==> config.mk <==
export PLATFORM = sky130hd
export DESIGN_NAME = slto_chan_bank
export DESIGN_NICKNAME = d
export VERILOG_FILES = /design/src/design/slto_pkg.sv /design/src/design/slto_chan_bank.sv
export SDC_FILE = /design/constraint.sdc
export NUM_CORES = 1
export LEC_CHECK = 0
export BUFFER_PORTS_ARGS = -buffer_cell sky130_fd_sc_hd__buf_2
export CORE_ASPECT_RATIO = 1.25
export CORE_MARGIN = 2
export CORE_UTILIZATION = 55
export CTS_CLUSTER_DIAMETER = 40
export DETAILED_ROUTE_END_ITERATION = 7
export PLACE_DENSITY = 0.73
export SETUP_SLACK_MARGIN = 0.05
export SLEW_MARGIN = 20
export SYNTH_ARGS = -nofsm -noshare
export SYNTH_HDL_FRONTEND = slang
export SYNTH_SLANG_ARGS = --single-unit
==> constraint.sdc <==
create_clock -name clk -period 4.2 [get_ports clk]
set_clock_uncertainty 0.15 [all_clocks]
set_input_delay 0.84 -clock clk [delete_from_list [all_inputs] [get_ports clk]]
set_output_delay 0.84 -clock clk [all_outputs]
set_load 0.02 [all_outputs]
==> src/design/slto_pkg.sv <==
// ----------------------------------------------------------------------------
// slto_pkg
// shared types, command codes and the divide-by-125 digit step
// ----------------------------------------------------------------------------
package slto_pkg;

  localparam logic [2:0] CMD_TICK       = 3'd0;
  localparam logic [2:0] CMD_SET_STEADY = 3'd1;
  localparam logic [2:0] CMD_SET_TEMP   = 3'd2;
  localparam logic [2:0] CMD_ALL_STEADY = 3'd3;
  localparam logic [2:0] CMD_ALL_TEMP   = 3'd4;

  localparam int          DIV_STEPS    = 4;
  localparam int          DIGIT_W      = 16;
  localparam int          NSTG         = DIV_STEPS + 2;
  localparam logic [25:0] RECIP_125    = 26'd34359739;
  localparam logic [25:0] US_PER_MS    = 26'd1000;
  localparam logic [25:0] LIMIT_RESET  = 26'd10000;

  typedef struct packed {
    logic [2:0]  cmd;
    logic [4:0]  channel;
    logic [31:0] value;
    logic [31:0] override_ms;
    logic        taken;
    logic [63:0] num;
    logic [6:0]  rem;
    logic [31:0] quo;
  } slto_stage_t;

  typedef struct packed {
    logic [2:0]  cmd;
    logic [4:0]  channel;
    logic [31:0] value;
    logic [31:0] override_ms;
    logic        taken;
    logic [31:0] period;
  } slto_op_t;

  // one radix 2^16 long-division digit by 125: returns {quotient digit, remainder}
  function automatic logic [22:0] div125_step(input logic [6:0] rem,
                                              input logic [DIGIT_W-1:0] digit);
    logic [22:0] v;
    logic [48:0] prod;
    logic [15:0] q;
    logic [22:0] qm;
    logic [6:0]  r;
    v    = {rem, digit};
    prod = 49'(v) * 49'(RECIP_125);
    q    = prod[47:32];
    qm   = 23'({q, 7'b0}) - 23'({q, 1'b0}) - 23'(q);
    r    = 7'(v - qm);
    return {q, r};
  endfunction

endpackage

==> src/design/slto_chan_bank.sv <==
// ----------------------------------------------------------------------------
// slto_chan_bank
// per-channel steady/temporary levels, override countdown and output levels
// ----------------------------------------------------------------------------
module slto_chan_bank #(
  parameter int CHANNELS = 8
) (
  input  logic             clk,
  input  logic             rst_n,
  input  logic             op_en,
  input  slto_pkg::slto_op_t op,
  output logic [31:0]      mask_nxt
);
  import slto_pkg::*;

  logic [CHANNELS-1:0] steady_r, steady_nxt;
  logic [CHANNELS-1:0] temp_r, temp_nxt;
  logic [CHANNELS-1:0] cur_r, cur_nxt;
  logic [31:0]         remain_r [CHANNELS];
  logic [31:0]         remain_nxt [CHANNELS];
  logic                ch_ok;

  assign ch_ok = {1'b0, op.channel} < 6'(CHANNELS);

  always_comb begin
    steady_nxt = steady_r;
    temp_nxt   = temp_r;
    cur_nxt    = cur_r;
    for (int i = 0; i < CHANNELS; i++) begin
      remain_nxt[i] = remain_r[i];
    end
    if (op_en) begin
      case (op.cmd)
        CMD_TICK: begin
          if (op.taken) begin
            for (int i = 0; i < CHANNELS; i++) begin
              if (remain_r[i] != 32'd0) begin
                remain_nxt[i] = (remain_r[i] >= op.period) ? remain_r[i] - op.period : 32'd0;
                cur_nxt[i]    = temp_r[i];
              end else begin
                cur_nxt[i] = steady_r[i];
              end
            end
          end
        end
        CMD_SET_STEADY: begin
          for (int i = 0; i < CHANNELS; i++) begin
            if (ch_ok && op.channel == 5'(i)) steady_nxt[i] = op.value[0];
          end
        end
        CMD_SET_TEMP: begin
          for (int i = 0; i < CHANNELS; i++) begin
            if (ch_ok && op.channel == 5'(i)) begin
              temp_nxt[i]   = op.value[0];
              remain_nxt[i] = op.override_ms;
            end
          end
        end
        CMD_ALL_STEADY: begin
          for (int i = 0; i < CHANNELS; i++) begin
            steady_nxt[i] = op.value[i];
          end
        end
        CMD_ALL_TEMP: begin
          for (int i = 0; i < CHANNELS; i++) begin
            temp_nxt[i]   = op.value[i];
            remain_nxt[i] = op.override_ms;
          end
        end
        default: begin
        end
      endcase
    end
  end

  always_comb begin
    mask_nxt = '0;
    for (int i = 0; i < CHANNELS; i++) begin
      mask_nxt[i] = cur_nxt[i];
    end
  end

  always_ff @(posedge clk) begin
    if (!rst_n) begin
      steady_r <= '0;
      temp_r   <= '0;
      cur_r    <= '0;
      for (int i = 0; i < CHANNELS; i++) begin
        remain_r[i] <= '0;
      end
    end else begin
      steady_r <= steady_nxt;
      temp_r   <= temp_nxt;
      cur_r    <= cur_nxt;
      for (int i = 0; i < CHANNELS; i++) begin
        remain_r[i] <= remain_nxt[i];
      end
    end
  end

endmodule
=== Word level (Yosys, flattened, before mapping) ===
Memories as Yosys holds them, arrays and structs flattened.
Index checks and enable logic that the tools add are counted.

* Flip-flop bits (word level): 24
* Bits in latches: 0
* Bits in writable memories: 256
* Bits in read-only memories: 0
* Bits of input ports: 108
* Output and inout port bits: 32
* Word-level logic and storage cells: 164
* Memories kept: 1

{| class="wikitable"
|+ Memory list
! name !! depth !! width !! rd ports !! clocked after Yosys merged registers in !! write ports !! RTL line !! source
|-
| remain_r || 8 || 32 || 8 || 0 || 8 || slto_chan_bank.sv:19 || <nowiki>logic [31:0] remain_r [CHANNELS];</nowiki>
|}

* $add $sub $neg: 8
* $mul: 0
* Div/mod/pow operators: 0
* $lt $le $gt $ge: 9
* Equal/unequal tests: 27
* Shift-type cells: 0
* Mux-type cells: 58
* Bitwise operators: 8
* Reduce and logical (&&, ||, !) cells: 36

{| class="wikitable"
|+ Operator list
! cell !! number
|-
| 32-bit 2-to-1 mux || 32
|-
| 256-bit one-hot mux with 3 select lines || 1
|-
| 256-bit 2-to-1 mux || 2
|-
| 32-bit >= comparator || 8
|-
| 32-bit nonzero test || 8
|-
| 32-bit subtractor || 8
|-
| 3-bit AND reduction || 16
|-
| 2-bit != test (second input constant) || 16
|-
| 8-bit one-hot mux with 2 select lines || 2
|-
| 8-bit 2-to-1 mux || 3
|-
| 5-bit by 3-bit equality test with 1-bit output (second input constant) || 4
|-
| 1-bit 2-to-1 mux || 18
|-
| 5-bit by 2-bit equality test with 1-bit output (second input constant) || 2
|-
| 1-bit logical AND || 8
|-
| 1-bit bitwise OR || 8
|-
| 3-bit by 2-bit equality test with 1-bit output (second input constant) || 2
|-
| 5-bit by 1-bit equality test with 1-bit output (second input constant) || 1
|-
| 5-bit zero test || 1
|-
| 5-bit by 4-bit less-than comparator with 1-bit output (second input constant) || 1
|-
| 2-bit nonzero test || 2
|-
| 3-bit by 1-bit equality test with 1-bit output (second input constant) || 1
|-
| 3-bit equality test (second input constant) || 1
|-
| 3-bit zero test || 1
|}

=== Depth between registers and ports, before layout ===
Gate-level depths: netlist of run 1.
An unclocked memory read counts as a cell.

* Depth after elaboration: 8
* Gate-level depth with buffers: 15
* Depth with buffers taken out: 13

=== Worst setup path before layout of run 1 ===
Ideal clock, no wire load.

* Path type: input to register
* From: input op[0] (netlist name)
* To: memory remain_r[5][31] (netlist: remain_r[1][63])
* Setup time: 0.088 ns
* Arrival: 3.241 ns
* Data required time: 3.962 ns
* Path slack: 0.721 ns
* Stages: 13
* Path buffers: 1
* Cells stage by stage: ha_1 fa_1 nand2b_1 a21oi_1 or3_1 a21oi_2 o21a_2 o21ai_2 nor2_1 o31ai_2 buf_4 nand3_1 o32ai_2

{| class="wikitable"
|+ RTL lines
! item !! RTL line !! source
|-
| start, declared || slto_chan_bank.sv:11 || <nowiki>input slto_pkg::slto_op_t op,</nowiki>
|-
| end, declared || slto_chan_bank.sv:19 ||
|}

==> key figures, run 1 <==
Setup path
  • Highest net fanout along the worst path: 3
  • Category of the worst setup path launch point: flop
  • Launch instance of the worst register-to-register path: remain_r[0][96]
  • Worst-case reg-to-reg path depth: 13
  • Kind of critical path: reg -> out
  • Critical-path top delay cell: nor4_1
  • Chain of cells forming the critical path: nor4_1 -> nand4_1 -> nor2_1 -> mux2i_1 -> a21oi_1 -> buf_2
  • Largest stage delay on the critical path: 0.63 ns
  • Cell family with the largest share of critical-path delay: simple AND/OR/NAND/NOR gates
  • Number of buffer and inverter instances along the worst setup path: 1
  • Critical path endpoint category: primary output
  • Destination of the worst register-to-register timing path: remain_r[0][122]
  • Data required time of the worst path: 3.21 ns
  • Register-to-register path setup slack: 0.62 ns
  • Data arrival time of the worst path: 2.92 ns

Detailed routing
  • Router iterations before antenna repair: 8
  • Avg Vias per Cell: 6.62
  • Antenna-violating nets left: 0
  • Wire length per cell: 24.0 um
  • Total DRC errors in the routed layout: 1
  • Iteration-0 DRC count of the detailed router: 2823
  • Total Wirelength: 104000 um
  • Via count: 28.6k

Power and ir drop
  • Total power density per cell area: 362 nW/um^2
  • Worst VDD drop: 0.000397 V
  • Static power due to leakage: 0.0135 uW

Logic synthesis
  • Post-synth EDFFs: 0
  • Synth Register Bits: 280
  • Most frequently used flop master after synthesis: dfxtp_1
  • Synth async-reset ratio: 0
  • Cell area after technology mapping: 25700 um^2
  • Synthesis warning total: 0
  • Proportion of synthesized chip area in sequential cells: 0.218
  • Netlist cell types: 99
  • Synth Area per Inst: 7.42 um^2
  • Synthesized netlist cell count: 3468

Floorplanning
  • Starting density of the core: 0.557
  • Row count: 88
  • Area of the die: 48600 um^2
  • Num ports: 140
  • Die boundary width: 198 um
  • Placeable core region: 46200 um^2
  • Die Y: 246 um

Worst hold path
  • Hold path depth: 2
  • Endpoint of the worst hold-timing path: steady_r[7]
  • Classification of the worst-slack hold path: reg -> reg
  • Beginning of the worst hold path: steady_r[7]

Finish
  • Post-route design area: 30400 um^2
  • Non-filler cells in the finished layout: 4319
  • Area added between synthesis and finish: 18.0%
  • Fraction of layout cells with a size suffix above 1: 0.136
  • Final layout net count: 4055

Run status
  • Status: finished with violations
  • Violations in the final reports: design-rule violations

Global routing
  • Wire length of the first global-routing pass: 155000 um
  • GR Util All Layers: 0.418
  • Remaining Overflow, GRT: 0
  • Vias in the first global route: 26.9k
  • Largest net degree at the start of global routing: 109
  • Antenna violations before repair: 3

Clocking
  • CTS Hold Buffers Added: 0
  • Clock latency on the worst-skew pair: 0.62 ns
  • Number of buffers added for setup after CTS: 0
  • Quantity of gates resized following cts: 0
  • Maximum clock insertion buffer count: 3
  • TritonCTS clock tree: built
  • Num CTS Buffers: 55
  • Reg clk slew, reported paths: 0.05 ns
  • Root Driver: clkbuf_16
  • Sinks on Clock Net: 280
  • Level count of the clock H-tree: 2

Timing
  • Final critical-path required period: 3.91 ns
  • Crit share post-route: 0.931
  • Worst Max-Slew Pin Slew: 0.941 ns
  • Fin. Hold Viols: 0
  • Max transition margin: 0.367
  • # setup viols final: 0
  • Highest achievable clock rate: 0.256 GHz
  • RSZ-0062 raised after global routing: false
  • Final count of pins violating max slew: 0

Placed design
  • Port-buffer cells: 91
  • Placed cell areas: 28400 um^2
  • Final weighted congestion in routability-driven placement: 1.04
  • Post-detailed-placement half-perimeter wirelength: 73800 um
  • Number of placed instances, taps included: 4211

Flow run
  • Total of max-cap violations: 0
## per-stage QoR
| stage | setup TNS [ns] | setup WS [ns] | total power (uW) | util | hold slack [ns] |
|---|---|---|---|---|---|
| after floorplan | 0 | 0.721 | 5190 | - | 0.284 |
| after global placement | 0 | 0.0567 | 6200 | 0.615 | 0.297 |
| after detailed placement | -0.0286 | -0.0286 | 6260 | 0.615 | 0.305 |
| after CTS | 0 | 0.324 | 10900 | 0.657 | 0.316 |
| after global routing | 0 | 0.299 | 11400 | 0.657 | 0.326 |
| final | 0 | 0.292 | 11000 | 0.657 | 0.313 |
## cells in the mapped netlist (8+ instances only)
| cell type | n | share of area |
|---|---|---|
| a311oi_1 | 16 | 0.0054 |
| nand3_1 | 80 | 0.016 |
| nor4_1 | 71 | 0.017 |
| a211o_1 | 8 | 0.0027 |
| nor2_1 | 244 | 0.036 |
| clkbuf_1 | 136 | 0.020 |
| o31ai_1 | 8 | 0.0023 |
| o21ai_0 | 358 | 0.070 |
| o221ai_1 | 13 | 0.0044 |
| nand2b_1 | 45 | 0.011 |
| ha_1 | 256 | 0.12 |
| nor3_1 | 61 | 0.012 |
| and3_1 | 29 | 0.0070 |
| fa_1 | 8 | 0.0062 |
| inv_1 | 102 | 0.015 |
| a21boi_0 | 9 | 0.0026 |
| xor2_1 | 76 | 0.026 |
| o211ai_1 | 35 | 0.010 |
| a31oi_1 | 81 | 0.020 |
| buf_4 | 29 | 0.0085 |
| buf_2 | 35 | 0.0068 |
| nand4_1 | 64 | 0.016 |
| o21ai_1 | 12 | 0.0023 |
| a211oi_1 | 44 | 0.013 |
| o21bai_1 | 33 | 0.0096 |
| dfxtp_1 | 280 | 0.22 |
| o2111ai_1 | 8 | 0.0027 |
| a21o_1 | 132 | 0.038 |
| or3_1 | 17 | 0.0041 |
| o21a_1 | 39 | 0.011 |
| and2_1 | 41 | 0.010 |
| xnor2_1 | 132 | 0.045 |
| nand2_1 | 245 | 0.036 |
| a21oi_1 | 517 | 0.10 |
| mux2i_1 | 18 | 0.0070 |
| nor2b_1 | 33 | 0.0080 |
## cell families after synthesis
kind of cell / count (synthesis) / share of synthesized area
compound gates: 1416 / 0.337
xor+xnor: 208 / 0.0708
fa+ha+maj: 264 / 0.131
buf+inv: 313 / 0.0528
flops: 280 / 0.218
mux: 22 / 0.00875
other cells: 1 / 0.000146
simple gates: 964 / 0.182
## area by class of cell
class	count	area [um^2]
multi-input combinational	2898	19000
sequential	280	5610
tap	585	732
timing repair buffer	344	2750
inverter	104	390
clock inverter	37	429
clock buffer	66	1510
antenna	5	12.5
fill	4128	15900
## cells in the final DEF, fill, tap and decap left out, types with 57 or more instances in the layout
cell type	n
clkbuf_16	57
nor2_1	244
nand2_1	245
buf_4	222
a31oi_1	81
dfxtp_1	280
a21oi_1	516
o21ai_0	358
xor2_1	76
inv_1	102
buf_2	90
nand3_1	80
nand4_1	64
nor3_1	61
xnor2_1	132
a21o_1	132
ha_1	256
nor4_1	71
## worst register-to-register path: stages (launching register included)
cell and delay, ns:
dfxtp_1 0.35, inv_1 0.06, ha_1 0.21, fa_1 0.40, and2b_1 0.23, o21ai_1 0.10
a21oi_1 0.31, nor3_1 0.12, o31ai_1 0.41, a31oi_1 0.17, o21ai_0 0.43, a31oi_1 0.17
xor2_1 0.22, o221ai_1 0.13
## worst max path at each step
stage,to,slack [ns],startpoint,cells after the start
5_1_grt,mask_nxt[6],0.30,remain_r[1][79],6
3_5_place_dp,remain_r[0][122],-0.03,op[0],13
2_1_floorplan,remain_r[1][63],0.72,op[0],13
4_1_cts,mask_nxt[5],0.32,remain_r[1][33],6
6_report,mask_nxt[4],0.29,remain_r[1][24],6
3_3_place_gp,remain_r[0][64],0.06,op[2],15
## flip-flops by register name, summed over array words and instances (netlist names)
name and flops:
cur_r 8, remain_r 256, steady_r 8, temp_r 8
## routing by layer
layer	routed length, um	global-route usage
met3	12100	0.105
met4	8120	0.297
met1	39700	0.513
met2	44000	0.637
met5	0	0
## where the power goes
group,total (uW),internal (uW),switching [uW]
Sequential,2990,2830,158
Clock,4670,2960,1700
Combinational,3350,1330,2020
(Power assumes the default switching activity.)
==> inputs of run 2 (changes only) <==
--- a/config.mk
+++ b/config.mk
@@ -12,6 +12,7 @@
 export CTS_CLUSTER_DIAMETER = 40
 export DETAILED_ROUTE_END_ITERATION = 7
 export PLACE_DENSITY = 0.73
+export REMOVE_ABC_BUFFERS = 1
 export SETUP_SLACK_MARGIN = 0.05
 export SLEW_MARGIN = 20
 export SYNTH_ARGS = -nofsm -noshare
==> key figures, run 2 (same netlist as run 1, synthesis figures left out) <==
Setup path
  • Critical path endpoint category: primary output
  • Data arrival time of the worst path: 3.00 ns
  • Register-to-register path setup slack: 0.57 ns
  • Data required time of the worst path: 3.21 ns
  • Worst-case reg-to-reg path depth: 15
  • Kind of critical path: reg -> out
  • Setup crit end: mask_nxt[6]
  • Highest net fanout along the worst path: 3
  • Destination of the worst register-to-register timing path: remain_r[0][122]
  • Category of the worst setup path launch point: flop
  • Worst Setup SP: remain_r[1][95]
  • Launch instance of the worst register-to-register path: remain_r[0][96]

Global routing
  • Vias in the first global route: 27.1k
  • Wire length of the first global-routing pass: 142000 um
  • Antenna violations before repair: 1
  • Remaining Overflow, GRT: 0
  • GR Util All Layers: 0.370
  • Largest net degree at the start of global routing: 75

Placed design
  • Post-detailed-placement half-perimeter wirelength: 70500 um
  • Placed cell areas: 27500 um^2
  • Final weighted congestion in routability-driven placement: 0.985
  • Port-buffer cells: 91

Timing
  • Final critical-path required period: 3.99 ns
  • Hold slack final: 0.312 ns
  • Fin Setup TNS: 0 ns
  • Final count of pins violating max slew: 0
  • Highest achievable clock rate: 0.250 GHz
  • Crit share post-route: 0.951
  • RSZ-0062 raised after global routing: false
  • Fin. Hold Viols: 0
  • Worst Max-Slew Pin Slew: 0.858 ns
  • Max transition margin: 0.426
  • # setup viols final: 0

Finish
  • Core Util, Final: 0.635
  • Flip-flop count of the largest register, all copies and words added: 256
  • Antenna fix cells: 0
  • Leading cell type in the layout, fill and taps excluded: a21oi_1
  • Final layout net count: 3954
  • Area added between synthesis and finish: 14.1%
  • Post-route design area: 29400 um^2
  • Area occupied by multi-input gates: 19000 um^2
  • Area of all sequential standard cells: 5610 um^2
  • Final-layout fill cell count: 4111
  • Fraction of layout cells with a size suffix above 1: 0.111
  • Leading cell types in the layout, fill and taps excluded: a21oi_1 (516), o21ai_0 (358), dfxtp_1 (280)
  • Largest register by flop count: remain_r

Clocking
  • CTS Hold Buffers Added: 0
  • Clock latency on the worst-skew pair: 0.62 ns
  • Maximum clock insertion buffer count: 3
  • Sinks on Clock Net: 280
  • Level count of the clock H-tree: 2
  • Num CTS Buffers: 52
  • Reg clk slew, reported paths: 0.06 ns
  • Quantity of gates resized following cts: 0
  • Root Driver: clkbuf_16
  • TritonCTS clock tree: built
  • Number of buffers added for setup after CTS: 0

Detailed routing
  • Antenna-violating nets left: 0
  • Router iterations before antenna repair: 6
  • Total DRC errors in the routed layout: 0
  • Avg Vias per Cell: 6.65
  • Via count: 28.0k
  • Total Wirelength: 92700 um
  • Iteration-0 DRC count of the detailed router: 2101
  • Wire length per cell: 22.0 um

Power and ir drop
  • Total power density per cell area: 366 nW/um^2
  • Total Power: 10700 uW
  • Static power due to leakage: 0.0129 uW
  • Worst VDD drop: 0.000309 V

Floorplanning
  • Die boundary width: 198 um
  • Die Y: 246 um
  • Placeable core region: 46200 um^2
  • Row count: 88
  • Starting density of the core: 0.557
  • Area of the die: 48600 um^2
  • Num ports: 140

Flow run
  • Total of max-cap violations: 0

Worst hold path
  • Classification of the worst-slack hold path: reg -> reg
  • Beginning of the worst hold path: steady_r[1]

Run status
  • Status: finished, final reports clean
run 2: worst min path at each step:
stage | endpoint | slack [ns] | cells past startpoint
finish | steady_r[1] | 0.31 | 2
global route | steady_r[2] | 0.34 | 2
CTS | steady_r[1] | 0.31 | 2
detailed placement | steady_r[1] | 0.30 | 2
global placement | steady_r[7] | 0.30 | 2
floorplan | steady_r[1] | 0.28 | 2
run 2: cell type report:
| cell class | count | area share |
|---|---|---|
| repair buffers | 246 | 0.0605 |
| clock buffers | 61 | 0.0465 |
| inverters | 104 | 0.0133 |
| multi-input cells | 2898 | 0.646 |
| clock inverters | 37 | 0.0182 |
| flip-flops and latches | 280 | 0.191 |
| well taps | 585 | 0.0249 |
run 2: metal layers:
| layer | wire length (um) | GRT usage |
|---|---|---|
| met4 | 7090 | 0.260 |
| met3 | 6340 | 0.0486 |
| met1 | 35000 | 0.416 |
| met2 | 44200 | 0.646 |
| met5 | 10 | 0 |
run 2: through the flow:
stage                     instances  setup slack, ns
after floorplan                3282            -2.79
after global placement         4113          -0.0300
after detailed placement       4113          -0.0440
after CTS                      4211            0.192
after global routing           4211            0.132
final                          4211            0.205
run 2: power breakdown:
group / total, uW / leakage [uW] / switching [uW] / internal, uW
logic: 3140 / 0.00975 / 1920 / 1220
registers: 2990 / 0.00229 / 161 / 2830
clock network: 4610 / 0.000903 / 1640 / 2980
total: 10700 / 0.0129 / 3720 / 7030
run 2: worst max-delay path, stage by stage, from the launching register on:
cell and delay [ns]:
dfxtp_1 0.42, nor4_1 0.47, nand4_1 0.38, nor2_1 0.55, mux2i_1 0.16, a21oi_1 0.21
buf_2 0.19
